## src/rtl/core/dlt_pkg.sv

```systemverilog
// Shared types and constants for the debug log device tracker.
package dlt_pkg;

    // Byte codes seen in the log text
    localparam logic [7:0] ESC_BYTE   = 8'h1b;
    localparam logic [7:0] CLOSE_BYTE = 8'h29;
    localparam logic [7:0] TAG_ERROR  = 8'h45;
    localparam logic [7:0] TAG_WARN   = 8'h57;
    localparam logic [7:0] DIGIT_ZERO = 8'h30;

    // Tag position when the packet opens with an escape byte
    localparam logic [2:0] ESC_TAG_OFFSET = 3'd7;
    // Digits start this many bytes after the tag
    localparam logic [7:0] DIGIT_GAP = 8'd3;
    localparam logic [7:0] POS_MAX = 8'd255;

    // Configuration
    localparam logic [31:0] STEP_RESET = 32'd10000;
    localparam logic        REG_STEP   = 1'b0;

    // Table size
    localparam int MAX_DEVICES_DEF = 32;
    localparam int COUNT_W = 16;
    localparam logic [COUNT_W-1:0] COUNT_MAX = 16'hffff;

    // Event queue depth
    localparam int EVQ_DEPTH = 4;

    // Event kinds
    localparam logic [2:0] KIND_ERROR   = 3'd0;
    localparam logic [2:0] KIND_WARN    = 3'd1;
    localparam logic [2:0] KIND_COUNT   = 3'd2;
    localparam logic [2:0] KIND_REBOOT  = 3'd3;
    localparam logic [2:0] KIND_NETTIME = 3'd4;

    typedef enum logic [1:0] {
        PH_FIRST,
        PH_TAG,
        PH_RUN,
        PH_SKIP
    } phase_t;

    // Search request that walks down the device cells
    typedef struct packed {
        logic        valid;
        logic        found;
        logic        is_new;
        logic        reboot;
        logic [47:0] mac;
        logic [31:0] rt;
    } query_t;

    // Error or warning tag seen on the current byte
    typedef struct packed {
        logic       valid;
        logic [2:0] kind;
    } tag_ev_t;

    typedef struct packed {
        logic [2:0]  kind;
        logic [31:0] value;
        logic        last;
    } event_t;

    // Up to two events written into the queue in one cycle
    typedef struct packed {
        logic   valid0;
        event_t ev0;
        logic   valid1;
        event_t ev1;
    } push_t;

endpackage

```

## src/rtl/core/dlt_evq.sv

```systemverilog
// Small event queue that holds results until the output side takes them.
module dlt_evq (
    input  logic                 clk,
    input  logic                 rst_n,
    input  dlt_pkg::push_t       push,
    output logic [$clog2(dlt_pkg::EVQ_DEPTH):0] count,
    output logic                 m_tvalid,
    input  logic                 m_tready,
    output logic [31:0]          m_tdata,
    output logic [2:0]           m_tuser,
    output logic                 m_tlast
);
    import dlt_pkg::*;

    localparam int PW = $clog2(EVQ_DEPTH);

    event_t        ev_reg [EVQ_DEPTH];
    logic [PW-1:0] wr_reg, wr_next;
    logic [PW-1:0] rd_reg, rd_next;
    logic [PW:0]   cnt_reg, cnt_next;
    logic [PW-1:0] wr_second;
    logic          pop;

    assign count     = cnt_reg;
    assign m_tvalid  = (cnt_reg != '0);
    assign m_tdata   = ev_reg[rd_reg].value;
    assign m_tuser   = ev_reg[rd_reg].kind;
    assign m_tlast   = ev_reg[rd_reg].last;
    assign pop       = m_tvalid && m_tready;
    assign wr_second = wr_reg + PW'(1);

    // Pointer and count update
    always_comb
    begin
        wr_next  = wr_reg;
        rd_next  = rd_reg;
        cnt_next = cnt_reg;
        if (push.valid0)
        begin
            wr_next  = wr_next + PW'(1);
            cnt_next = cnt_next + (PW+1)'(1);
        end
        if (push.valid1)
        begin
            wr_next  = wr_next + PW'(1);
            cnt_next = cnt_next + (PW+1)'(1);
        end
        if (pop)
        begin
            rd_next  = rd_reg + PW'(1);
            cnt_next = cnt_next - (PW+1)'(1);
        end
    end

    always_ff @(posedge clk or negedge rst_n)
    begin
        if (!rst_n)
        begin
            wr_reg  <= '0;
            rd_reg  <= '0;
            cnt_reg <= '0;
        end
        else
        begin
            wr_reg  <= wr_next;
            rd_reg  <= rd_next;
            cnt_reg <= cnt_next;
        end
    end

    // Entry storage; the second event follows the first
    always_ff @(posedge clk)
    begin
        if (push.valid0)
        begin
            ev_reg[wr_reg] <= push.ev0;
        end
        if (push.valid1)
        begin
            ev_reg[wr_second] <= push.ev1;
        end
    end

endmodule

```

## config.mk

```make
export PLATFORM = sky130hd
export DESIGN_NAME = dlt_evq
export DESIGN_NICKNAME = d
export VERILOG_FILES = /design/src/rtl/core/dlt_pkg.sv /design/src/rtl/core/dlt_evq.sv
export SDC_FILE = /design/constraint.sdc
export NUM_CORES = 1
export LEC_CHECK = 0
export BUFFER_PORTS_ARGS = -buffer_cell sky130_fd_sc_hd__buf_4
export CAP_MARGIN = 20
export CORE_MARGIN = 2
export CORE_UTILIZATION = 45
export CTS_CLUSTER_DIAMETER = 80
export DETAILED_ROUTE_END_ITERATION = 12
export GPL_ROUTABILITY_DRIVEN = 0
export GPL_TIMING_DRIVEN = 0
export PLACE_DENSITY = 0.69
export SETUP_SLACK_MARGIN = 0.1
export SLEW_MARGIN = 20
export SYNTH_ARGS = -nofsm -noshare
export SYNTH_HDL_FRONTEND = slang
export SYNTH_SLANG_ARGS = --single-unit
```

## constraint.sdc

```tcl
create_clock -name clk -period 4.2 [get_ports clk]
set_input_delay 0.42 -clock clk [delete_from_list [all_inputs] [get_ports clk]]
set_output_delay 0.42 -clock clk [all_outputs]
set_load 0.005 [all_outputs]
```

==> results of run 1 <==
==> through the flow <==
| stage | std cells | utilization (%) | hold slack, ps | setup WS, ps | cell area [um^2] |
|---|---|---|---|---|---|
| after detailed placement | 747 | 53.0 | 238 | 1670 | 9110 |
| after CTS | 779 | 56.5 | 300 | 1650 | 9710 |
| final | 779 | 56.5 | 308 | 1710 | 9710 |
| after floorplan | 402 | - | 124 | 1980 | 7850 |
| after global routing | 779 | 56.5 | 303 | 1540 | 9710 |
| after global placement | 743 | 52.4 | 239 | 834 | 9000 |
==> power breakdown <==
group          internal, mW  total (mW)  switching (mW)  leakage (nW)
registers              2.32        2.44           0.125          1.43
logic                  1.51        2.79            1.28          2.22
clock network         0.978        1.55           0.576         0.291
==> routing by layer <==
layer / part of all wire, % / wire length [um] / vias to the layer above / global-route usage (%)
li1: - / - / 1897 / -
met1: 41 / 6830 / 2151 / 23.1
met2: 53 / 8660 / 112 / 32.6
met3: 4.7 / 774 / 16 / 4.81
met4: 1.3 / 209 / 0 / 5.32
met5: 0 / 0 / - / 0
==> final timing paths <==
path                       startpoint       endpoint  slack, ps  cells after the start
max in group asynchronous       rst_n      wr_reg[1]       3740                      2
min reg2reg                 wr_reg[0]      wr_reg[0]        590                      1
min in group asynchronous       rst_n       count[2]        330                      2
max reg2reg                 wr_reg[0]  ev_reg[1][18]       1710                      6
max                         wr_reg[0]  ev_reg[1][18]       1710                      6
min                          m_tready      rd_reg[1]        310                      3
==> cell type report <==
class	instances	area (um^2)
buffer	22	191
tap	225	282
clock inverter	12	159
sequential	151	4500
multi-input combinational	225	3150
timing repair buffer	121	983
fill	1361	7460
inverter	4	15.0
clock buffer	19	433
==> kinds of logic after synthesis <==
| family | after synthesis |
|---|---|
| muxes | 183 |
| adders and majority gates | 8 |
| AOI/OAI and AO/OA | 3 |
| buffers and inverters | 26 |
| xor gates and xnor gates | 9 |
| DFF | 151 |
| and+or+nand+nor | 22 |
==> placed cells by master (no fill, tap or decap), types with 2 or more instances in the layout <==
| cell type | count |
|---|---|
| clkbuf_1 | 2 |
| ha_1 | 8 |
| buf_16 | 3 |
| mux4_2 | 36 |
| bufinv_16 | 4 |
| xor2_1 | 3 |
| nand3_1 | 3 |
| buf_2 | 9 |
| buf_6 | 13 |
| buf_4 | 116 |
| clkinv_2 | 3 |
| mux2i_1 | 2 |
| nand2_1 | 8 |
| xnor2_1 | 3 |
| edfxtp_1 | 144 |
| dfrtp_1 | 7 |
| nand2_4 | 3 |
| mux2_2 | 58 |
| mux2_4 | 87 |
| clkinv_1 | 4 |
| inv_1 | 4 |
| clkbuf_16 | 17 |
| xnor2_2 | 2 |
| nand2_2 | 5 |
==> worst register-to-register path, stage by stage, from the launching register on <==
cell	delay [ps]
dfrtp_1	440
inv_1	120
ha_1	240
nand2_2	250
buf_2	350
nand2_2	480
buf_16	350
==> flow_metrics.tcl, run 1 <==
set metrics [dict create \
    die_y_um 136 \
    crit_type "flip-flop to flip-flop" \
    cts_num_sinks 151 \
    core_region_area_um2 17200 \
    synth-async-reset-ratio_pct 4.64 \
    hp-class "input port to flip-flop" \
    tightest_slew_ps 737 \
    synth_most_common_cell "edfxtp_1" \
    synth.cell_area_um2 7850 \
    yosysTopAreaCellShare_pct 55.1 \
    clock_skew_ps 6.74 \
    period_share_pct 59.2 \
    grt_first_pass_wirelength_um 25000 \
    fin_total_pwr_mw 6.79 \
    peakVddDrop_uv 345 \
    totalWireLength_um 16500 \
    finalMaxSlewViolations 0 \
    synth-simple-area-share_pct 1.56 \
    clkLatencyLatePin_ps 430 \
    slew_headroom_pct 50.7 \
    syn_nets 487 \
    avgSynthCellArea_um2 19.5 \
    max-cap-violations 0 \
    routedWlPerCell_um 21.2 \
    syn_inst 402 \
    largest_reg_flops 144 \
    synth_ff_type "edfxtp_1" \
    crit_buf_inv 3 \
    grt_pass1_vias 4459 \
    track_usage_pct 18.7 \
    hold_viol 0 \
    grt_max_degree 23 \
    drt_iter0_markers 226 \
    crit_required_ps 4380 \
    setup_violations 0 \
    drive_gt1_share_pct 64.6 \
    grt.overflow.total 0 \
    synth_top_family_by_area "multiplexers" \
    rsz0062_at_grt "no" \
    cts_buffer_depth 2 \
    synth_top_area_cell "edfxtp_1" \
    io_pins 117 \
    die_area_um2 18500 \
    cp-start-kind "flip-flop" \
    die_w_um 136 \
    max_stage_delay_ps 480 \
    row_count 48 \
    syn_to_final_growth_pct 23.8 \
    synth_fa_ha_area_share_pct 1.28 \
    synthTopCellsByArea "edfxtp_1 (55%), mux2_4 (17%), mux4_2 (10%)" \
    postCtsHoldBufs 1 \
    nNetsFinal 627 \
    synth_xor_area_share_pct 1.37 \
    p_leak_nw 3.94 \
    seq_area_frac_synth_pct 57.4 \
    path_cells "inv_1 > ha_1 > nand2_2 > buf_2 > nand2_2 > buf_16" \
    finalSetupTns_ps 0 \
    post_cts_buffers 0 \
    cts_tree "yes" \
    yosys-mux-area-fraction_pct 35.6 \
    cts_root_buf "clkbuf_16" \
    fin_crit_ps 2490 \
    antenna_cells 0 \
    path_common_cell "nand2_2" \
    ctsHtreeMaxLevel 4 \
    cp_max_fo 22 \
    synth_warnings 0 \
    dr.pass1.iters 4 \
    dr_total_vias 4176 \
    cp_data_arrival_time_ps 2670 \
    timing.critical_path.max_delay_family "buffers and inverters" \
    cp-end-kind "flip-flop" \
    drc 0 \
    synth_compound_area_share_pct 0.239 \
    slowest_stage "nand2_2" \
    cts_buffers 17 \
    portBuffers 116 \
    status "complete, no violations" \
    synth_seq_cells 151 \
    synth_common_cells "edfxtp_1 (144), mux2_4 (87), mux2_2 (58), mux4_2 (36), buf_6 (13)" \
    synth-edff-count 144 \
    cts_resized 0 \
    ant_nets 0 \
    clk_pin_slew_ps 60 \
    place_hpwl_um 10800 \
    power_density_nw_per_um2 699 \
    netlist-cell-type-count 24 \
    start_util_pct 45.7 \
    via_per_inst 5.36 \
    antenna_found_initial 0 \
    max_freq_ghz 0.402 \
]
No activity file was read; power rests on OpenSTA's default activity.
==> run 2, diff against run 1 <==
Clock period 4.2 ns to 2.5 ns, I/O delays scaled along.
==> flow_metrics.tcl, run 2 (synthesis results as in run 1) <==
set metrics [dict create \
    track_usage_pct 18.7 \
    dr_total_vias 4149 \
    finalMaxSlewViolations 0 \
    crit_required_ps 2810 \
    die_area_um2 18500 \
    dr.pass1.iters 4 \
    row_count 48 \
    clock_skew_ps 7.92 \
    setup_ws_ps 219 \
    hp-class "input port to flip-flop" \
    cp_max_fo 4 \
    cp-end-kind "flip-flop" \
    via_per_inst 5.33 \
    p_leak_nw 3.94 \
    power_density_nw_per_um2 1170 \
    drive_gt1_share_pct 65.0 \
    worst-r2r-cell-count 8 \
    rsz0062_at_grt "no" \
    dp_slack_ps -33.9 \
    layout_commonest_cell "edfxtp_1" \
    cts_buffer_depth 2 \
    slew_headroom_pct 50.9 \
    die_y_um 136 \
    cts_num_sinks 151 \
    antenna_cells 0 \
    period_share_pct 91.2 \
    status "complete, no violations" \
    syn_to_final_growth_pct 23.9 \
    portBuffers 116 \
    clkLatencyLatePin_ps 430 \
    start_util_pct 45.7 \
    drc 0 \
    cp_data_arrival_time_ps 2590 \
    die_w_um 136 \
    nNetsFinal 627 \
    grt_max_degree 23 \
    drt_iter0_markers 232 \
    grt.overflow.total 0 \
    tightest_slew_ps 733 \
    layout_common_cells "edfxtp_1 (144), buf_4 (116), mux2_4 (87)" \
    place_hpwl_um 10800 \
    hold_viol 0 \
    holdPathStages 3 \
    totalWireLength_um 16500 \
    hold_ws_ps 135 \
    fill_cells 1357 \
    cts_root_buf "clkbuf_16" \
    grt_pass1_vias 4459 \
    crit_type "flip-flop to flip-flop" \
    finalSetupTns_ps 0 \
    core_region_area_um2 17200 \
    largest_reg_flops 144 \
    setup_violations 0 \
    routedWlPerCell_um 21.1 \
    clk_pin_slew_ps 60 \
    ctsHtreeMaxLevel 4 \
    cp-start-kind "flip-flop" \
    max_freq_ghz 0.438 \
    cts_tree "yes" \
    max-cap-violations 0 \
    io_pins 117 \
    cts_buffers 17 \
    grt_first_pass_wirelength_um 25000 \
    ant_nets 0 \
    peakVddDrop_uv 583 \
    antenna_found_initial 0 \
    fin_crit_ps 2280 \
]
run 2: cell count changes in the layout (fill, tap and decap cells not counted):
cell / before / now
dfrtp_1: 7 / 6
dfrtp_2: 0 / 1
inv_1: 4 / 3
inv_2: 0 / 1
nand2_2: 5 / 4
nand2_4: 3 / 4
run 2: worst max-delay path, cell delays in order (launching register included):
cell	delay [ps]
dfrtp_2	420
inv_2	70
ha_1	290
mux2_2	280
ha_1	290
mux2i_1	210
ha_1	180
nand3_1	70
xnor3_1	350
run 2: worst paths after layout:
check | slack (ps) | end | startpoint
max | 220 | count[2] | count[0]
min | 130 | rd_reg[1] | m_tready
max reg2reg | 220 | count[2] | count[0]
min reg2reg | 600 | wr_reg[0] | wr_reg[0]
max in group asynchronous | 2200 | count[0] | rst_n
min in group asynchronous | 160 | count[2] | rst_n
run 2: through the flow:
step	std cells	total power, mW	utilization [%]	instance area, um^2
3_3_place_gp	743	8.70	52.4	9000
4_1_cts	779	11.6	56.6	9720
6_report	779	11.4	56.6	9720
5_1_grt	779	12.0	56.6	9720
2_1_floorplan	402	7.00	-	7850
3_5_place_dp	747	8.95	53.0	9110
run 2: repair_timing:
item                                    4_1_cts  5_1_grt
resized for setup                             1        2
hold endpoints to repair                      7        0
gates cloned                                  0        0
setup buffers                                 0        0
hold buffers                                  1        0
pin swaps                                     0        0
endpoints found under the setup margin       15        1
run 2: cell type report:
cell class	instances	area, um^2	area share [%]
multi-input combinational	225	3150	32.5
buffer	22	191	1.97
timing repair buffer	121	983	10.1
inverter	4	15.0	0.154
clock inverter	12	159	1.64
clock buffer	19	433	4.45
tap	225	282	2.90
sequential	151	4500	46.3
run 2: routing by layer:
layer / wire length, um / global-route usage [%] / vias to the layer above
met1: 6860 / 23.1 / 2129
met2: 8670 / 32.6 / 109
li1: - / - / 1895
met3: 726 / 4.81 / 16
met4: 209 / 5.32 / 0
met5: 0 / 0 / -
run 2: where the power goes:
part	switching (mW)	internal, mW	leakage [nW]
clock	0.969	1.64	0.291
combinational	2.15	2.55	2.22
sequential	0.213	3.89	1.43
total	3.33	8.08	3.94
