## src/rtl/core/dlt_pkg.sv

```systemverilog
// Shared types and constants for the debug log device tracker.
package dlt_pkg;

    // Byte codes seen in the log text
    localparam logic [7:0] ESC_BYTE   = 8'h1b;
    localparam logic [7:0] CLOSE_BYTE = 8'h29;
    localparam logic [7:0] TAG_ERROR  = 8'h45;
    localparam logic [7:0] TAG_WARN   = 8'h57;
    localparam logic [7:0] DIGIT_ZERO = 8'h30;

    // Tag position when the packet opens with an escape byte
    localparam logic [2:0] ESC_TAG_OFFSET = 3'd7;
    // Digits start this many bytes after the tag
    localparam logic [7:0] DIGIT_GAP = 8'd3;
    localparam logic [7:0] POS_MAX = 8'd255;

    // Configuration
    localparam logic [31:0] STEP_RESET = 32'd10000;
    localparam logic        REG_STEP   = 1'b0;

    // Table size
    localparam int MAX_DEVICES_DEF = 32;
    localparam int COUNT_W = 16;
    localparam logic [COUNT_W-1:0] COUNT_MAX = 16'hffff;

    // Event queue depth
    localparam int EVQ_DEPTH = 4;

    // Event kinds
    localparam logic [2:0] KIND_ERROR   = 3'd0;
    localparam logic [2:0] KIND_WARN    = 3'd1;
    localparam logic [2:0] KIND_COUNT   = 3'd2;
    localparam logic [2:0] KIND_REBOOT  = 3'd3;
    localparam logic [2:0] KIND_NETTIME = 3'd4;

    typedef enum logic [1:0] {
        PH_FIRST,
        PH_TAG,
        PH_RUN,
        PH_SKIP
    } phase_t;

    // Search request that walks down the device cells
    typedef struct packed {
        logic        valid;
        logic        found;
        logic        is_new;
        logic        reboot;
        logic [47:0] mac;
        logic [31:0] rt;
    } query_t;

    // Error or warning tag seen on the current byte
    typedef struct packed {
        logic       valid;
        logic [2:0] kind;
    } tag_ev_t;

    typedef struct packed {
        logic [2:0]  kind;
        logic [31:0] value;
        logic        last;
    } event_t;

    // Up to two events written into the queue in one cycle
    typedef struct packed {
        logic   valid0;
        event_t ev0;
        logic   valid1;
        event_t ev1;
    } push_t;

endpackage

```

## src/rtl/core/dlt_cell.sv

```systemverilog
// One device slot: compares a passing search request and updates its entry.
module dlt_cell (
    input  logic            clk,
    input  logic            rst_n,
    input  dlt_pkg::query_t q_in,
    output dlt_pkg::query_t q_out
);
    import dlt_pkg::*;

    logic [47:0] addr_reg, addr_next;
    logic [31:0] rt_reg, rt_next;
    query_t      q_reg, q_next;

    assign q_out = q_reg;

    // Address and request stage; zero address marks an empty slot
    always_ff @(posedge clk or negedge rst_n)
    begin
        if (!rst_n)
        begin
            addr_reg <= '0;
            q_reg    <= '0;
        end
        else
        begin
            addr_reg <= addr_next;
            q_reg    <= q_next;
        end
    end

    // Runtime is only read from an occupied slot
    always_ff @(posedge clk)
    begin
        rt_reg <= rt_next;
    end

    // Slot match / claim
    always_comb
    begin
        q_next    = q_in;
        addr_next = addr_reg;
        rt_next   = rt_reg;
        if (q_in.valid && !q_in.found)
        begin
            if (addr_reg == '0)
            begin
                addr_next     = q_in.mac;
                rt_next       = q_in.rt;
                q_next.found  = 1'b1;
                q_next.is_new = 1'b1;
            end
            else if (addr_reg == q_in.mac)
            begin
                q_next.found = 1'b1;
                if (rt_reg > q_in.rt)
                begin
                    q_next.reboot = 1'b1;
                    rt_next       = '0;
                end
                else
                begin
                    rt_next = q_in.rt;
                end
            end
        end
    end

endmodule

```

## config.mk

```make
export PLATFORM = sky130hd
export DESIGN_NAME = dlt_cell
export DESIGN_NICKNAME = d
export VERILOG_FILES = /design/src/rtl/core/dlt_pkg.sv /design/src/rtl/core/dlt_cell.sv
export SDC_FILE = /design/constraint.sdc
export NUM_CORES = 1
export LEC_CHECK = 0
export ABC_AREA = 1
export BUFFER_PORTS_ARGS = -buffer_cell sky130_fd_sc_hd__buf_4
export CAP_MARGIN = 20
export CORE_MARGIN = 1
export CORE_UTILIZATION = 47
export DETAILED_ROUTE_END_ITERATION = 12
export GPL_TIMING_DRIVEN = 0
export MAX_ROUTING_LAYER = met4
export PLACE_DENSITY = 0.8
export SYNTH_ARGS = -nofsm -noshare
export SYNTH_HDL_FRONTEND = slang
export SYNTH_SLANG_ARGS = --single-unit
```

## constraint.sdc

```tcl
create_clock -name clk -period 2.23 [get_ports clk]
set_input_delay 0.446 -clock clk [delete_from_list [all_inputs] [get_ports clk]]
set_output_delay 0.446 -clock clk [all_outputs]
set_load 0.02 [all_outputs]
```

==> results.sh, run 1 <==
export IMPL_fin_area_sq_um=8975
export IMPL_clockBufferDepth=2
export IMPL_hp_class="primary input to asynchronous set/reset pin"
export IMPL_maxCapViolations=0
export IMPL_r2r_start="rt_reg[31]"
export IMPL_fin_util_pct=64.16
export IMPL_placed_cell_area_sq_um=8341
export IMPL_io_buffers=169
export IMPL_syn_inst=701
export IMPL_synth_nets=819
export IMPL_cp_num_buf_inv=2
export IMPL_setup_viol=0
export IMPL_clkTransAtPathRegs_ns=0.06
export IMPL_slew_violations=0
export IMPL_wl_um=15190
export IMPL_cp_cell_sequence="ha_1 > nand2_1 > nor2_1 > nand2_1 > nor2_1 > nand2_1 > nand2_1 > nand3_4 > buf_6 > nand2_1 > inv_1"
export IMPL_finalWeightedCongestion=0.8488
export IMPL_endpoint_kind="register"
export IMPL_power_total_uw=6743
export IMPL_drc_errors=0
export IMPL_grt_pass1_vias=4964
export IMPL_critPathMaxStageDelay_ns=0.38
export IMPL_powerDensity_nw_per_um2=751.4
export IMPL_grt_setup_unrepaired="false"
export IMPL_critPathRequiredTime_ns=2.41
export IMPL_antenna_cells=0
export IMPL_worstMarginPinSlew_ns=0.6269
export IMPL_detail_route_antenna_nets=0
export IMPL_ir_worst_vdd_uv=461.8
export IMPL_worst_path_dominant_cell_family="simple AND/OR/NAND/NOR gates"
export IMPL_firstDrtPassIters=4
export IMPL_vias_per_cell=4.748
export IMPL_numCtsBuffers=17
export IMPL_cts_tree="built"
export IMPL_fin_crit_ns=2.051
export IMPL_die_h_um=122.4
export IMPL_syn_avg_cell_area_sq_um=9.719
export IMPL_slew_headroom_pct=58.21
export IMPL_multi_input_area_sq_um=1888
export IMPL_postCtsSetupBuffers=0
export IMPL_ys_ff_latch=164
export IMPL_row_count=43
export IMPL_grt_pass1_wl_um=24030
export IMPL_antenna_found_initial=0
export IMPL_drt_iter0_markers=347
export IMPL_ys_types=24
export IMPL_cts_sinks=164
export IMPL_cp_common_cell="nand2_1"
export IMPL_largest_reg_flops=84
export IMPL_worst_r2r_cell_count=11
export IMPL_cts_root_buffer="clkbuf_16"
export IMPL_synth_seq_area_share_pct=62.59
export IMPL_cp_start_kind="register"
export IMPL_finalHoldViolCount=0
export IMPL_ctsResizeCount=1
export IMPL_fmax_mhz=487.7
export IMPL_area_growth_pct=31.74
export IMPL_slowest_stage="edfxtp_1"
export IMPL_initial_utilization_pct=48.70
export IMPL_hpwl_um=11110
export IMPL_seq_area_sq_um=4264
export IMPL_via_count=5142
export IMPL_yosysWarnings=0
export IMPL_syn_area_sq_um=6813
export IMPL_cp_max_fo=10
export IMPL_grt_use_total_pct=22.09
export IMPL_pin_count=170
export IMPL_final_setup_skew_ns=0.008564
export IMPL_timing_rr_end="rt_reg[18]"
export IMPL_finalSetupTns_ns=0
export IMPL_drive_above_1_share_pct=25.25
export IMPL_avgRoutedWirePerCell_um=14.02
export IMPL_critPathKind="register to register"
export IMPL_reg2reg_slack_ns=0.18
export IMPL_grt_ovfl_total=0
export IMPL_die_w_um=122.4
export IMPL_clock_latency_ns=0.43
export IMPL_cp_num_cells=11
export IMPL_grt_max_degree=69
export IMPL_layout_nets=1008
export IMPL_p_leak_uw=0.004833
export IMPL_nFillCells=1106
export IMPL_core_area_sq_um=13990
export IMPL_dieArea_sq_um=14980
export IMPL_status="complete, no violations"
export IMPL_critPathArrivalTime_ns=2.23
export IMPL_cp_startpoint="rt_reg[31]"
export IMPL_final_period_utilization_pct=91.96
export IMPL_h_tree_depth=4
export IMPL_ctsHoldBuffers=0
through the flow:
| step | hold slack (ns) | setup slack, ns | cells |
|---|---|---|---|
| after global placement | 0.4683 | -0.7255 | 1050 |
| after global routing | 0.05915 | 0.001482 | 1083 |
| after detailed placement | 0.4773 | -0.2167 | 1051 |
| after floorplan | 0.1504 | 0.04317 | 701 |
| after CTS | 0.03305 | 0.01768 | 1083 |
| final | 0.008320 | 0.1794 | 1083 |
cell usage in the layout, fill, tap and decap left out, drive strengths merged, types with 2 or more instances in the layout:
cell and count:
xor2 2, clkinvlp 2, ha 32, o21ai 66, inv 172, clkinv 5
o21bai 3, nand4 14, edfxtp 32, nor2 51, dfrtp 132, nand2 158
a21oi 13, clkbuf 20, o22ai 4, nand3 8, xnor2 6, buf 178
final cells by class:
type	instances	area share, %
timing repair buffer	170	14.48
tap	180	2.509
clock inverter	12	1.297
sequential	164	47.51
clock buffer	20	5.451
inverter	168	7.026
multi-input combinational	361	21.04
buffer	8	0.6831
power by group:
group	internal, uW	total [uW]	switching (uW)
clock network	1720	2940	1230
logic	276	645	369
registers	3130	3160	22.0
total	5130	6740	1620
cells in the mapped netlist, drive strengths merged:
library cell / count / area, sq um
ha: 32 / 400.4
o21bai: 3 / 22.52
o21a: 1 / 7.510
nand4: 14 / 87.58
xnor2: 6 / 52.55
a21oi: 13 / 65.06
a21o: 1 / 7.510
edfxtp: 32 / 960.9
xor2: 2 / 17.52
nor3: 1 / 5.000
dfrtp: 132 / 3303
or2: 1 / 6.260
nor2: 51 / 191.4
o22ai: 4 / 25.02
nand2: 158 / 593.1
inv: 168 / 630.6
nand3: 8 / 45.04
o21ai: 66 / 330.3
buf: 8 / 61.31
logic make-up (layout without fill, tap and decap cells):
logic type / Yosys count / after routing / share of synthesized area, %
adder cells (fa/ha/maj): 32 / 32 / 5.877
flip-flops: 164 / 164 / 62.59
XOR/XNOR: 8 / 8 / 1.029
buffers and inverters: 176 / 378 / 10.16
AO/OA/AOI/OAI: 88 / 88 / 6.722
AND/OR/NAND/NOR: 233 / 233 / 13.63
worst max-delay path by stage:
stage                 endpoint  slack, ns
global placement    rt_reg[24]      -0.73
CTS                 rt_reg[20]       0.02
global route        rt_reg[18]      0.001
finish              rt_reg[18]       0.18
floorplan            rt_reg[0]       0.04
detailed placement  rt_reg[28]      -0.22
layer usage:
metal | track usage (%) | share of wire, %
met5 | - | 0
met4 | 8.384 | 2.0
met2 | 34.38 | 49
met1 | 28.34 | 43
met3 | 4.786 | 6.3
Note: power is estimated with default switching activity, not from simulation.
==> run 2, diff against run 1 <==
==> constraint.sdc (replaced) <==
create_clock -name clk -period 1.65 [get_ports clk]
set_input_delay 0.33 -clock clk [delete_from_list [all_inputs] [get_ports clk]]
set_output_delay 0.33 -clock clk [all_outputs]
set_load 0.02 [all_outputs]
==> run 2 against run 1 <==
The flow now finishes with violations (setup timing). Die area unchanged. Total power rose by 43%. Via count is 6.1% higher. First-iteration DRC count is 46% higher. Critical path depth rose by 4. Sequential power rose by 35%. Non-clock buffer count increased by 21. Combinational power rose by 44%. Design area up 9.1%. Critical endpoint is now rt_reg[14]. Largest cell class unchanged.
==> results.sh, run 2 (synthesis results as in run 1) <==
export IMPL_die_h_um=122.4
export IMPL_powerDensity_nw_per_um2=985.3
export IMPL_grt_setup_unrepaired="true"
export IMPL_core_area_sq_um=13990
export IMPL_row_count=43
export IMPL_pin_count=170
export IMPL_die_w_um=122.4
export IMPL_nFillCells=989
export IMPL_critPathArrivalTime_ns=2.19
export IMPL_cts_root_buffer="clkbuf_16"
export IMPL_layout_nets=1033
export IMPL_antenna_cells=0
export IMPL_clockBufferDepth=2
export IMPL_grt_pass1_vias=5114
export IMPL_ir_worst_vdd_uv=607.0
export IMPL_initial_utilization_pct=48.70
export IMPL_grt_use_total_pct=23.10
export IMPL_fin_crit_ns=2.002
export IMPL_critPathRequiredTime_ns=1.84
export IMPL_antenna_found_initial=0
export IMPL_endpoint_kind="register"
export IMPL_final_period_utilization_pct=121.3
export IMPL_cts_tree="built"
export IMPL_maxCapViolations=0
export IMPL_detail_route_antenna_nets=0
export IMPL_critPathKind="register to register"
export IMPL_multi_input_area_sq_um=2265
export IMPL_hp_class="primary input to register"
export IMPL_worst_r2r_cell_count=15
export IMPL_dieArea_sq_um=14980
export IMPL_vias_per_cell=4.926
export IMPL_slew_headroom_pct=67.02
export IMPL_firstDrtPassIters=5
export IMPL_cp_max_fo=10
export IMPL_grt_max_degree=104
export IMPL_final_common_cell="buf_4"
export IMPL_mostFrequentLayoutCells="175 x buf_4, 149 x nand2_1, 144 x inv_1"
export IMPL_area_growth_pct=43.73
export IMPL_status="finished, violations left"
export IMPL_grt_ovfl_total=0
export IMPL_worst_slack_ns=-0.3522
export IMPL_clock_latency_ns=0.43
export IMPL_h_tree_depth=4
export IMPL_grt_pass1_wl_um=24880
export IMPL_failed_checks="setup timing"
export IMPL_seq_area_sq_um=4264
export IMPL_clkTransAtPathRegs_ns=0.07
export IMPL_hpwl_um=10910
export IMPL_drc_errors=0
export IMPL_largest_reg_flops=84
export IMPL_io_buffers=169
export IMPL_avgRoutedWirePerCell_um=15.75
export IMPL_finalSetupTns_ns=-26.23
export IMPL_setup_viol=115
export IMPL_p_leak_uw=0.005144
export IMPL_wl_um=17460
export IMPL_worstMarginPinSlew_ns=0.4947
export IMPL_fmax_mhz=499.5
export IMPL_via_count=5458
export IMPL_finalHoldViolCount=0
export IMPL_drt_iter0_markers=508
export IMPL_slew_violations=0
export IMPL_drive_above_1_share_pct=35.13
export IMPL_finalWeightedCongestion=0.8312
export IMPL_numCtsBuffers=17
export IMPL_hold_path_depth=1
export IMPL_final_setup_skew_ns=0.008036
export IMPL_finalNonFillerCells=1108
export IMPL_cp_start_kind="register"
export IMPL_cts_sinks=164
export IMPL_placed_cells=1051
export IMPL_whs_ns=0.01217
run 2: cell count changes in the layout (fill, tap and decap cells not counted), moves of 5 or more:
cell,change
nand2_8,+5
o21ai_2,+44
clkbuf_16,+6
o21ai_1,-40
inv_2,+10
buf_4,+6
nor2_1,-9
nand2_1,-8
nand2_2,+6
inv_1,-10
buf_12,+7
nor2_2,+7
run 2: area by class of cell:
type,count,area share (%)
clock inverters,7,1.278
well taps,180,2.300
repair buffers,191,16.27
inverters,168,6.440
flip-flops and latches,164,43.55
clock buffers,25,5.725
multi-input cells,365,23.13
plain buffers,8,1.316
run 2: metrics by stage:
stage	instance area (sq um)	utilization, %	worst slack [ns]	total power (uW)
2_1_floorplan	6829	-	-0.09794	4699
3_3_place_gp	8323	59.50	-0.3927	5183
3_5_place_dp	8354	59.72	-0.4107	5215
4_1_cts	9356	66.89	-0.3050	9670
5_1_grt	9792	70.00	-0.5203	9953
6_report	9792	70.00	-0.3522	9648
run 2: what timing repair did:
| action | CTS | global route |
|---|---|---|
| gates cloned | 4 | 4 |
| endpoints found under the setup margin | 72 | 114 |
| gates resized for setup | 47 | 74 |
| hold buffers | 1 | 1 |
| pin swaps | 29 | 22 |
| hold endpoints to repair | 29 | 1 |
| buffers inserted | 8 | 7 |
run 2: layer usage:
layer | global-route usage [%] | share of wire, % | up-vias
met2 | 36.83 | 51 | 190
li1 | - | - | 2595
met5 | - | 0 | -
met3 | 4.507 | 5.5 | 31
met1 | 29.44 | 41 | 2642
met4 | 8.232 | 1.7 | 0
run 2: path summary, 6_finish.rpt:
kind	slack [ns]	endpoint	from
max	-0.35	rt_reg[14]	rt_reg[3]
min	0.01	q_out[77]	q_in[77]
max reg2reg	-0.35	rt_reg[14]	rt_reg[3]
min reg2reg	0.47	addr_reg[22]	addr_reg[22]
max in group asynchronous	0.54	addr_reg[35]	rst_n
min in group asynchronous	0.34	q_out[72]	rst_n
run 2: critical path, stage by stage, from the launching register on:
cell	delay (ns)
edfxtp_1	0.43
ha_4	0.30
nand2_2	0.06
inv_2	0.05
nand2_1	0.06
nand2_1	0.06
nand2_1	0.05
nand2_1	0.06
nand2_1	0.05
nand2_1	0.08
nand2_1	0.07
nand2_2	0.08
nand3_4	0.11
buf_6	0.18
nand2_1	0.07
inv_1	0.04
run 2: report_power, final:
group / internal (uW) / switching [uW] / total (uW)
Clock: 2840 / 1610 / 4460
Sequential: 4240 / 29.4 / 4270
Combinational: 393 / 534 / 927
Total: 7470 / 2170 / 9650
