`src/rtl/core/dlt_pkg.sv`:
```
// Shared types and constants for the debug log device tracker.
package dlt_pkg;

    // Byte codes seen in the log text
    localparam logic [7:0] ESC_BYTE   = 8'h1b;
    localparam logic [7:0] CLOSE_BYTE = 8'h29;
    localparam logic [7:0] TAG_ERROR  = 8'h45;
    localparam logic [7:0] TAG_WARN   = 8'h57;
    localparam logic [7:0] DIGIT_ZERO = 8'h30;

    // Tag position when the packet opens with an escape byte
    localparam logic [2:0] ESC_TAG_OFFSET = 3'd7;
    // Digits start this many bytes after the tag
    localparam logic [7:0] DIGIT_GAP = 8'd3;
    localparam logic [7:0] POS_MAX = 8'd255;

    // Configuration
    localparam logic [31:0] STEP_RESET = 32'd10000;
    localparam logic        REG_STEP   = 1'b0;

    // Table size
    localparam int MAX_DEVICES_DEF = 32;
    localparam int COUNT_W = 16;
    localparam logic [COUNT_W-1:0] COUNT_MAX = 16'hffff;

    // Event queue depth
    localparam int EVQ_DEPTH = 4;

    // Event kinds
    localparam logic [2:0] KIND_ERROR   = 3'd0;
    localparam logic [2:0] KIND_WARN    = 3'd1;
    localparam logic [2:0] KIND_COUNT   = 3'd2;
    localparam logic [2:0] KIND_REBOOT  = 3'd3;
    localparam logic [2:0] KIND_NETTIME = 3'd4;

    typedef enum logic [1:0] {
        PH_FIRST,
        PH_TAG,
        PH_RUN,
        PH_SKIP
    } phase_t;

    // Search request that walks down the device cells
    typedef struct packed {
        logic        valid;
        logic        found;
        logic        is_new;
        logic        reboot;
        logic [47:0] mac;
        logic [31:0] rt;
    } query_t;

    // Error or warning tag seen on the current byte
    typedef struct packed {
        logic       valid;
        logic [2:0] kind;
    } tag_ev_t;

    typedef struct packed {
        logic [2:0]  kind;
        logic [31:0] value;
        logic        last;
    } event_t;

    // Up to two events written into the queue in one cycle
    typedef struct packed {
        logic   valid0;
        event_t ev0;
        logic   valid1;
        event_t ev1;
    } push_t;

endpackage

```
`src/rtl/core/dlt_parser.sv`:
```
// Byte parser: finds the tag and accumulates the runtime digits of a packet.
module dlt_parser (
    input  logic            clk,
    input  logic            rst_n,
    input  logic            accept,
    input  logic [47:0]     source_mac,
    input  logic [7:0]      data_byte,
    input  logic            last_byte,
    output dlt_pkg::tag_ev_t tag_ev,
    output dlt_pkg::query_t  fin
);
    import dlt_pkg::*;

    phase_t      phase_reg, phase_next;
    logic [7:0]  pos_reg, pos_next;
    logic [2:0]  off_reg, off_next;
    logic [31:0] accum_reg, accum_next;
    logic        do_tag;

    // State registers
    always_ff @(posedge clk or negedge rst_n)
    begin
        if (!rst_n)
        begin
            phase_reg <= PH_FIRST;
            pos_reg   <= '0;
            off_reg   <= '0;
            accum_reg <= '0;
        end
        else
        begin
            phase_reg <= phase_next;
            pos_reg   <= pos_next;
            off_reg   <= off_next;
            accum_reg <= accum_next;
        end
    end

    // Next state and tag / finish outputs
    always_comb
    begin
        phase_next = phase_reg;
        pos_next   = pos_reg;
        off_next   = off_reg;
        accum_next = accum_reg;
        do_tag     = 1'b0;
        tag_ev     = '0;
        fin        = '0;
        fin.mac    = source_mac;
        fin.rt     = accum_reg;

        if (accept)
        begin
            unique case (phase_reg)
                PH_FIRST:
                begin
                    if (data_byte == ESC_BYTE)
                    begin
                        off_next   = ESC_TAG_OFFSET;
                        phase_next = PH_TAG;
                    end
                    else
                    begin
                        off_next = '0;
                        do_tag   = 1'b1;
                    end
                end
                PH_TAG:
                begin
                    do_tag = (pos_reg == {5'd0, off_reg});
                end
                PH_RUN:
                begin
                    if (pos_reg >= ({5'd0, off_reg} + DIGIT_GAP))
                    begin
                        if (data_byte == CLOSE_BYTE)
                        begin
                            fin.valid  = 1'b1;
                            phase_next = PH_SKIP;
                        end
                        else
                        begin
                            // runtime*10 + b - '0', wrapping at 32 bits
                            accum_next = (accum_reg << 3) + (accum_reg << 1)
                                       + {24'd0, data_byte} - {24'd0, DIGIT_ZERO};
                        end
                    end
                end
                PH_SKIP:
                begin
                    phase_next = PH_SKIP;
                end
                default:
                begin
                    phase_next = PH_FIRST;
                end
            endcase

            // Tag decode
            if (do_tag)
            begin
                if (data_byte == TAG_ERROR)
                begin
                    tag_ev.valid = 1'b1;
                    tag_ev.kind  = KIND_ERROR;
                    phase_next   = PH_SKIP;
                end
                else if (data_byte == TAG_WARN)
                begin
                    tag_ev.valid = 1'b1;
                    tag_ev.kind  = KIND_WARN;
                    phase_next   = PH_SKIP;
                end
                else
                begin
                    phase_next = PH_RUN;
                end
            end

            if (pos_reg != POS_MAX)
            begin
                pos_next = pos_reg + 8'd1;
            end

            // Packet end restarts parsing
            if (last_byte)
            begin
                pos_next   = '0;
                off_next   = '0;
                phase_next = PH_FIRST;
                accum_next = '0;
            end
        end
    end

endmodule

```
`config.mk`:
```
export PLATFORM = sky130hd
export DESIGN_NAME = dlt_parser
export DESIGN_NICKNAME = d
export VERILOG_FILES = /design/src/rtl/core/dlt_pkg.sv /design/src/rtl/core/dlt_parser.sv
export SDC_FILE = /design/constraint.sdc
export NUM_CORES = 1
export LEC_CHECK = 0
export ABC_AREA = 1
export BUFFER_PORTS_ARGS = -buffer_cell sky130_fd_sc_hd__buf_2
export CAP_MARGIN = 40
export CELL_PAD_IN_SITES_DETAIL_PLACEMENT = 1
export CELL_PAD_IN_SITES_GLOBAL_PLACEMENT = 1
export CORE_MARGIN = 2
export CORE_UTILIZATION = 26
export CTS_CLUSTER_SIZE = 30
export DETAILED_ROUTE_END_ITERATION = 10
export PLACE_DENSITY = 0.62
export SLEW_MARGIN = 20
export SYNTH_ARGS = -nofsm -noshare
export SYNTH_HDL_FRONTEND = slang
export SYNTH_SLANG_ARGS = --single-unit
```
`constraint.sdc`:
```
create_clock -name clk -period 2.55 [get_ports clk]
set_input_delay 0.51 -clock clk [delete_from_list [all_inputs] [get_ports clk]]
set_output_delay 0.51 -clock clk [all_outputs]
set_load 0.01 [all_outputs]
```
==> results of run 1 <==
==> cell type report <==
type | instances | area, um^2
Clock buffer | 5 | 125
Clock inverter | 3 | 47.5
Fill cell | 2721 | 13700
Inverter | 202 | 771
Multi-Input combinational cell | 577 | 4110
Sequential cell | 43 | 1080
Tap cell | 275 | 344
Timing Repair Buffer | 129 | 900
==> worst paths after layout <==
| check | cells after the start | slack (ns) | end |
|---|---|---|---|
| max | 17 | -0.19 | accum_reg[29] |
| min | 2 | 0.31 | accum_reg[4] |
| min reg2reg | 2 | 0.50 | accum_reg[23] |
| max reg2reg | 17 | -0.19 | accum_reg[29] |
| max in group asynchronous | 2 | 1.78 | accum_reg[23] |
| min in group clk | 3 | 0.46 | accum_reg[0] |
==> layout by cell type, fill, tap and decap left out, types with 11 or more instances in the layout <==
| cell | netlist | layout |
|---|---|---|
| o21ai_0 | 14 | 11 |
| inv_1 | 199 | 187 |
| ha_4 | 0 | 16 |
| nand2_2 | 3 | 32 |
| ha_1 | 85 | 67 |
| a21oi_1 | 21 | 16 |
| nand2_1 | 276 | 233 |
| nand3_2 | 0 | 11 |
| nand3_1 | 46 | 25 |
| nor2_1 | 59 | 44 |
| dfrtp_1 | 43 | 43 |
| inv_2 | 2 | 12 |
| buf_2 | 1 | 46 |
| nand2_4 | 2 | 16 |
| buf_4 | 55 | 73 |
==> worst max-delay path: cells and delay by family, from the launching register on <==
kind          cells  cell delay (ns)
simple gates      7             0.48
flops             1             0.37
buf+inv           6             0.45
fa+ha+maj         4             1.32
==> metal layers <==
| layer | vias up | track usage, % |
|---|---|---|
| met1 | 2592 | 20.3 |
| met2 | 48 | 28.9 |
| li1 | 2787 | - |
| met4 | 0 | 2.90 |
| met5 | - | 0 |
| met3 | 14 | 1.82 |
==> metrics by stage <==
step                setup slack, ns  cells  cell area (um^2)  TNS (ns)
finish                       -0.188   1234              7370     -1.80
global route                 -0.325   1234              7370     -4.92
CTS                          -0.152   1227              6850     -1.64
detailed placement           -0.528   1208              6300    -10.27
global placement             -0.519   1208              6300     -9.56
floorplan                    -0.151    880              5680    -0.620
==> cells by family (layout without fill, tap and decap cells) <==
group,count (synthesis),in the layout,share of synthesized area [%]
simple gates,407,407,29.7
compound gates,60,60,6.13
buf+inv,260,339,21.5
flops,43,43,19.2
xor+xnor,14,14,2.19
other cells,1,5,0.0670
fa+ha+maj,91,91,21.2
==> timing repair <==
item | in CTS | in global routing
endpoints found under the setup margin | 28 | 28
setup buffers | 11 | 10
gates resized for setup | 67 | 96
pin swaps | 26 | 52
hold buffers | 0 | 0
gates cloned | 0 | 0
==> impl_metrics.tcl, run 1 <==
set metrics [dict create \
    status "complete, but fails checks" \
    violations "setup timing" \
    largest_reg_flops 32 \
    dr_wl_met3_um 427 \
    numCtsBuffers 5 \
    whs_ns 0.309 \
    die_w_um 151 \
    num_antenna_cells 0 \
    grt_max_degree 44 \
    rows 53 \
    drtIter0Drc 127 \
    wl_per_cell_um 14.4 \
    path_max_fanout 3 \
    period_needed_ns 2.74 \
    synthDistinctLibCells 35 \
    ios 148 \
    period_share_pct 107 \
    finalWorstSetupSlack_ns -0.188 \
    grt_antenna_before_repair 0 \
    cp_data_arrival_time_ns 2.95 \
    yosys-top-cells-area "dfrtp_1, ha_1, nand2_1" \
    ys_seq_area_share_pct 19.2 \
    dieArea_um2 22700 \
    worstSkewPairLatency_ns 0.31 \
    synth_top_area_share_pct 19.2 \
    synth-seq-cells 43 \
    r2r_start "accum_reg[0]" \
    fin_skew_ns 0.00671 \
    finalSetupViolations 14 \
    synth_area_um2 5590 \
    final_antenna_net_count 0 \
    grt_setup_unrepaired "yes" \
    cts_tree "yes" \
    ys.flop_type "dfrtp_1" \
    crit_slowest_cell "fa_1" \
    cts_buffer_depth 2 \
    worst_pin_slew_ns 0.667 \
    synthTopCellsByCount "nand2_1, inv_1, ha_1" \
    grt_overflow 0 \
    die_y_um 151 \
    critPathLaunchType "flop" \
    synth.most_common_cell "nand2_1" \
    clk_pin_slew_ns 0.08 \
    crit_chain "inv_2 > fa_1 > inv_1 > ha_1 > ha_2 > inv_2 > fa_2 > inv_4 > buf_12 > nand3_4 > nand3_4 > buf_6 > nand2_4 > nand2_2 > nand2_2 > nand3_2 > nand2_1" \
    syn_inst 876 \
    dr.pass1.iters 4 \
    top_layer "met4" \
    dr_wl_met2_mm 8.93 \
    end_kind "flop" \
    vias 5441 \
    yosysTopAreaCell "dfrtp_1" \
    gp_congestion 0.805 \
    slew_violations 0 \
    grt_pass1_wl_mm 28.4 \
    slowest_delay_ns 0.49 \
    grt_usage_pct 15.9 \
    core_area_um2 21100 \
    drt-total-wl_mm 17.8 \
    slew_headroom_pct 55.5 \
    clock-root-buffer "clkbuf_16" \
    cap_violations 0 \
    min_path_type "input pin to asynchronous set/reset pin" \
    wl_met1_mm 8.27 \
    syn_to_final_growth_pct 31.8 \
    hpwlAfterDp_mm 14.0 \
    hold_viol_final 0 \
    routed_via_density 4.41 \
    drive_gt1_share_pct 29.3 \
    fmax_mhz 365 \
    synth_edf_count 0 \
    io_buffers 46 \
    critPathRequiredTime_ns 2.76 \
    avgSynthCellArea_um2 6.39 \
    yosysWarnings 0 \
    async_flop_share_pct 100 \
    grt_pass1_vias 5762 \
    worstSetupStartpoint "accum_reg[0]" \
    cts_sinks 43 \
    final_util_pct 35.0 \
    path_class "flop to flop" \
    htreeDepth 2 \
    finalNetCount 1109 \
    start_util_pct 26.5 \
    post-route-drc-count 0 \
]
Power of run 1 is left out: the tool's default activity adds up to more than one toggle a clock period on the data nets, which glitch-free logic cannot reach.
==> run 2, diff against run 1 <==
--- a/config.mk
+++ b/config.mk
@@ -8,7 +8,7 @@
 export ABC_AREA = 1
 export BUFFER_PORTS_ARGS = -buffer_cell sky130_fd_sc_hd__buf_2
 export CAP_MARGIN = 40
-export CELL_PAD_IN_SITES_DETAIL_PLACEMENT = 1
+export CELL_PAD_IN_SITES_DETAIL_PLACEMENT = 0
 export CELL_PAD_IN_SITES_GLOBAL_PLACEMENT = 1
 export CORE_MARGIN = 2
 export CORE_UTILIZATION = 26
==> impl_metrics.tcl, run 2 (same netlist as run 1, synthesis figures left out) <==
set metrics [dict create \
    status "complete, but fails checks" \
    violations "setup timing" \
    grt_usage_pct 14.6 \
    crit_slowest_cell "fa_1" \
    dieArea_um2 22700 \
    grt_pass1_wl_mm 25.9 \
    io_buffers 46 \
    critPathRequiredTime_ns 2.71 \
    hold_viol_final 0 \
    period_share_pct 106 \
    fmax_mhz 372 \
    reg2reg_depth 15 \
    finalNetCount 1102 \
    vias 5192 \
    final_common_cell "nand2_1" \
    largest_reg_flops 32 \
    slowest_delay_ns 0.49 \
    post-route-drc-count 0 \
    worst_pin_slew_ns 0.670 \
    cts_sinks 43 \
    grt_antenna_before_repair 0 \
    final_antenna_net_count 0 \
    final_cell_mix "nand2_1, inv_1, ha_1, buf_4, nor2_1" \
    r2r_slack_ns -0.14 \
    finalWorstSetupSlack_ns -0.141 \
    numCtsBuffers 5 \
    core_area_um2 21100 \
    cts_buffer_depth 2 \
    finalSetupViolations 13 \
    period_needed_ns 2.69 \
    cp_top_family "adder cells" \
    path_class "flop to flop" \
    slew_headroom_pct 55.3 \
    cap_violations 0 \
    final_util_pct 34.2 \
    die_w_um 151 \
    cts_tree "yes" \
    drt-total-wl_mm 16.1 \
    die_y_um 151 \
    dr_wl_met2_mm 7.73 \
    worstSkewPairLatency_ns 0.31 \
    dr.pass1.iters 4 \
    clk_pin_slew_ns 0.08 \
    fin_skew_ns 0.00801 \
    htreeDepth 2 \
    dr_wl_met3_um 392 \
    gp_congestion 0.805 \
    start_util_pct 26.5 \
    path_max_fanout 4 \
    num_antenna_cells 0 \
    path_common_cell "inv_2" \
    top_layer "met4" \
    min_path_type "input pin to asynchronous set/reset pin" \
    rows 53 \
    ios 148 \
    hpwlAfterDp_mm 13.0 \
    grt_setup_unrepaired "yes" \
    syn_to_final_growth_pct 28.9 \
    critPathBufInv 5 \
    crit_chain "inv_2 > fa_1 > inv_1 > ha_1 > ha_2 > inv_2 > fa_2 > inv_2 > nand3_2 > nand3_4 > nand2_2 > nand2_4 > buf_6 > xnor2_2 > o22ai_1" \
    routed_via_density 4.23 \
    critPathLaunchType "flop" \
    end_kind "flop" \
    grt_max_degree 44 \
    wl_met1_mm 7.87 \
    cp_data_arrival_time_ns 2.85 \
    slew_violations 0 \
    grt_overflow 0 \
    dpl_worst_slack_ns -0.531 \
    drtIter0Drc 250 \
    wl_per_cell_um 13.1 \
    clock-root-buffer "clkbuf_16" \
    drive_gt1_share_pct 28.0 \
    path_depth 15 \
    grt_pass1_vias 5133 \
]
-- run 2: cell count changes in the layout (fill, tap and decap cells not counted), sizes merged --
| cell | before | now |
|---|---|---|
| buf | 129 | 122 |
-- run 2: worst paths after layout --
| path | start | to |
|---|---|---|
| max in group asynchronous | rst_n | accum_reg[23] |
| max | accum_reg[0] | accum_reg[11] |
| min reg2reg | accum_reg[23] | accum_reg[23] |
| min in group clk | data_byte[0] | accum_reg[0] |
| max reg2reg | accum_reg[0] | accum_reg[11] |
| min | rst_n | accum_reg[4] |
-- run 2: cell type report --
class                   instances  area, um^2
clock buffers                   5         125
clock inverters                 3        47.5
fillers                      2359       13900
inverters                     202         768
multi-input cells             577        4020
flip-flops and latches         43        1080
well taps                     275         344
repair buffers                122         831
-- run 2: timing repair --
item,4_1_cts,5_1_grt
hold buffers,0,0
resized for setup,60,92
setup endpoints to repair,26,27
pin swaps,22,32
hold endpoints to repair,0,0
setup buffers,5,9
-- run 2: metrics by stage --
| stage | TNS (ns) | hold slack [ns] | cell area, um^2 | instances |
|---|---|---|---|---|
| finish | -1.07 | 0.312 | 7210 | 1227 |
| global route | -4.13 | 0.368 | 7210 | 1227 |
| CTS | -1.39 | 0.345 | 6770 | 1220 |
| detailed placement | -9.95 | 0.486 | 6300 | 1208 |
| global placement | -9.56 | 0.486 | 6300 | 1208 |
| floorplan | -0.620 | 0.214 | 5680 | 880 |
-- run 2: routing by layer --
| layer | global-route usage (%) | up-vias |
|---|---|---|
| met5 | 0 | - |
| met1 | 19.4 | 2359 |
| met3 | 1.85 | 9 |
| met2 | 25.5 | 50 |
| met4 | 2.76 | 0 |
| li1 | - | 2774 |
Power of run 2 is left out for the same reason.
==> run 3, diff against run 2 <==
--- a/config.mk
+++ b/config.mk
@@ -5,7 +5,6 @@
 export SDC_FILE = /design/constraint.sdc
 export NUM_CORES = 1
 export LEC_CHECK = 0
-export ABC_AREA = 1
 export BUFFER_PORTS_ARGS = -buffer_cell sky130_fd_sc_hd__buf_2
 export CAP_MARGIN = 40
 export CELL_PAD_IN_SITES_DETAIL_PLACEMENT = 0
@@ -14,7 +13,7 @@
 export CORE_UTILIZATION = 26
 export CTS_CLUSTER_SIZE = 30
 export DETAILED_ROUTE_END_ITERATION = 10
-export PLACE_DENSITY = 0.62
+export PLACE_DENSITY = 0.6
 export SLEW_MARGIN = 20
 export SYNTH_ARGS = -nofsm -noshare
 export SYNTH_HDL_FRONTEND = slang
==> impl_metrics.tcl, run 3 <==
set metrics [dict create \
    cts_hold_buf 0 \
    synth_area_um2 4970 \
    powerDensity_nw_per_um2 1570 \
    synth-compound-area-share_pct 19.8 \
    slew_headroom_pct 59.4 \
    final_antenna_net_count 0 \
    num_antenna_cells 0 \
    die_y_um 142 \
    fmax_mhz 318 \
    fin_area_um2 6590 \
    hpwlAfterDp_mm 10.9 \
    largest_reg_flops 32 \
    grt_overflow 0 \
    cts_tree "yes" \
    grt_max_degree 23 \
    stdcell_count 956 \
    synthDistinctLibCells 60 \
    critPathRequiredTime_ns 2.74 \
    dieArea_um2 20200 \
    avgSynthCellArea_um2 8.21 \
    post-route-drc-count 0 \
    synthTopCellsByCount "inv_1, ha_1, buf_4" \
    synth_top_area_share_pct 21.7 \
    worst_pin_slew_ns 0.609 \
    crit_slowest_cell "fa_1" \
    synthAdderAreaFrac_pct 23.8 \
    critPathLaunchType "flop" \
    violations "setup timing" \
    async_flop_share_pct 100 \
    crit_chain "inv_2 > fa_2 > inv_2 > fa_1 > ha_4 > a21o_1 > a21o_1 > o21a_1 > o31a_1 > o21ai_2 > a211oi_2 > a211o_1" \
    ys.flop_type "dfrtp_1" \
    synth_xor_area_share_pct 4.23 \
    start_util_pct 26.6 \
    ios 148 \
    critPathBufInv 2 \
    drtIter0Drc 206 \
    cts_buffer_depth 2 \
    fin_skew_ns 0.0136 \
    finalSetupViolations 25 \
    grt_antenna_before_repair 0 \
    cts_sinks 43 \
    cp_data_arrival_time_ns 3.34 \
    syn_to_final_growth_pct 32.6 \
    dpl_worst_slack_ns -1.01 \
    synthMuxAreaShare_pct 0 \
    clk_pin_slew_ns 0.08 \
    grt_pass1_vias 4693 \
    period_share_pct 123 \
    gp_congestion 0.807 \
    slew_violations 0 \
    yosys-top-cells-area "dfrtp_1, ha_1, buf_4" \
    grt_usage_pct 14.1 \
    drt-total-wl_mm 13.6 \
    grt_use_met3_pct 2.29 \
    cp_top_family "compound AO/OA/AOI/OAI gates" \
    wl_per_cell_um 14.2 \
    io_buffers 46 \
    final_cell_mix "buf_4, inv_1, ha_1, buf_2, nand2_1" \
    slowest_delay_ns 0.45 \
    vias 4498 \
    busiest_layer "met2" \
    yosysWarnings 0 \
    synth_top_family_by_area "adder cells" \
    rows 50 \
    dp.cells 937 \
    met2_usage_pct 24.8 \
    core_area_um2 18700 \
    synth-seq-cells 43 \
    grt_use_met1_pct 17.5 \
    period_needed_ns 3.15 \
    clock-root-buffer "clkbuf_16" \
    cap_violations 0 \
    grt_pass1_wl_mm 22.9 \
    drive_gt1_share_pct 33.8 \
    synth.most_common_cell "inv_1" \
    worstSkewPairLatency_ns 0.31 \
    path_max_fanout 3 \
    finalWorstSetupSlack_ns -0.598 \
    finalNetCount 872 \
    routed_via_density 4.71 \
    yosysTopAreaCell "dfrtp_1" \
    htreeDepth 2 \
    dr.pass1.iters 4 \
    die_w_um 142 \
    numCtsBuffers 5 \
    synthSimpleGateAreaFrac_pct 13.0 \
    place_area_um2 5980 \
    path_class "flop to flop" \
    leakage_nw 3.44 \
    min_path_type "input pin to asynchronous set/reset pin" \
    hold_viol_final 0 \
    synth_edf_count 0 \
    final_common_cell "buf_4" \
    ys_seq_area_share_pct 21.7 \
    ir_drop_mv 0.641 \
    status "complete, but fails checks" \
    grt_setup_unrepaired "yes" \
    syn_inst 605 \
    end_kind "flop" \
    tns_ns -10.58 \
]
-- run 3: cell types whose count changed in the layout (fill, tap and decap cells not counted), sizes merged, moves of 16 or more --
cell / previous run / this run
inv: 203 / 106
a21o: 1 / 17
o21ai: 21 / 40
nand3: 46 / 17
nand2: 281 / 45
nor2: 59 / 22
buf: 122 / 171
-- run 3: through the flow --
step	util (%)	hold WS, ns	total power [mW]
5_1_grt	35.2	0.257	11.3
2_1_floorplan	-	0.214	5.86
6_report	35.2	0.205	10.3
4_1_cts	34.4	0.229	10.0
3_3_place_gp	31.9	0.506	8.52
3_5_place_dp	32.0	0.515	8.59
-- run 3: what timing repair did --
action / in CTS / in global routing
endpoints found under the setup margin: 27 / 30
pin swaps: 34 / 33
resized for setup: 45 / 27
gates cloned: 0 / 0
buffers inserted: 9 / 5
-- run 3: area by class of cell --
| class | count | area (um^2) |
|---|---|---|
| fillers | 1934 | 12100 |
| multi-input cells | 394 | 3440 |
| repair buffers | 171 | 1210 |
| flip-flops and latches | 43 | 1080 |
| inverters | 106 | 405 |
| well taps | 234 | 293 |
| clock buffers | 5 | 125 |
| clock inverters | 3 | 43.8 |
-- run 3: layer usage --
layer  vias to the layer above  wire length [um]  part of all wire, %
met2                        76              6670                   49
met4                         0               226                  1.7
met1                      2153              6290                   46
met5                         -                 0                    0
li1                       2243                 -                    -
met3                        26               431                  3.2
-- run 3: worst paths after layout --
path	from	end	slack, ns	depth (start not counted)
setup / recovery	accum_reg[4]	accum_reg[12]	-0.60	12
hold / removal	rst_n	pos_reg[0]	0.20	1
setup reg to reg	accum_reg[4]	accum_reg[12]	-0.60	12
hold reg to reg	accum_reg[31]	accum_reg[31]	0.52	2
max in group asynchronous	rst_n	accum_reg[16]	1.78	2
min in group clk	data_byte[0]	accum_reg[0]	0.45	2
-- run 3: logic make-up (layout without fill, tap and decap cells) --
family / after synthesis / count (layout)
AO/OA/AOI/OAI: 143 / 143
XOR/XNOR: 24 / 24
adder cells (fa/ha/maj): 91 / 91
buffers and inverters: 172 / 285
flip-flops: 43 / 43
other: 1 / 5
AND/OR/NAND/NOR: 131 / 131
-- run 3: worst register-to-register path, delay by kind of cell, from the launching register on --
family	cells	cell delay, ns
adder cells (fa/ha/maj)	3	1.08
flip-flops	1	0.37
AO/OA/AOI/OAI	7	1.45
buffers and inverters	2	0.14
-- run 3: power breakdown --
group / switching (mW) / total [mW] / internal (mW)
combinational: 4.49 / 8.65 / 4.16
clock: 0.331 / 0.795 / 0.464
sequential: 0.0828 / 0.877 / 0.794
total: 4.90 / 10.3 / 5.42
No activity file was read; power rests on OpenSTA's default activity.
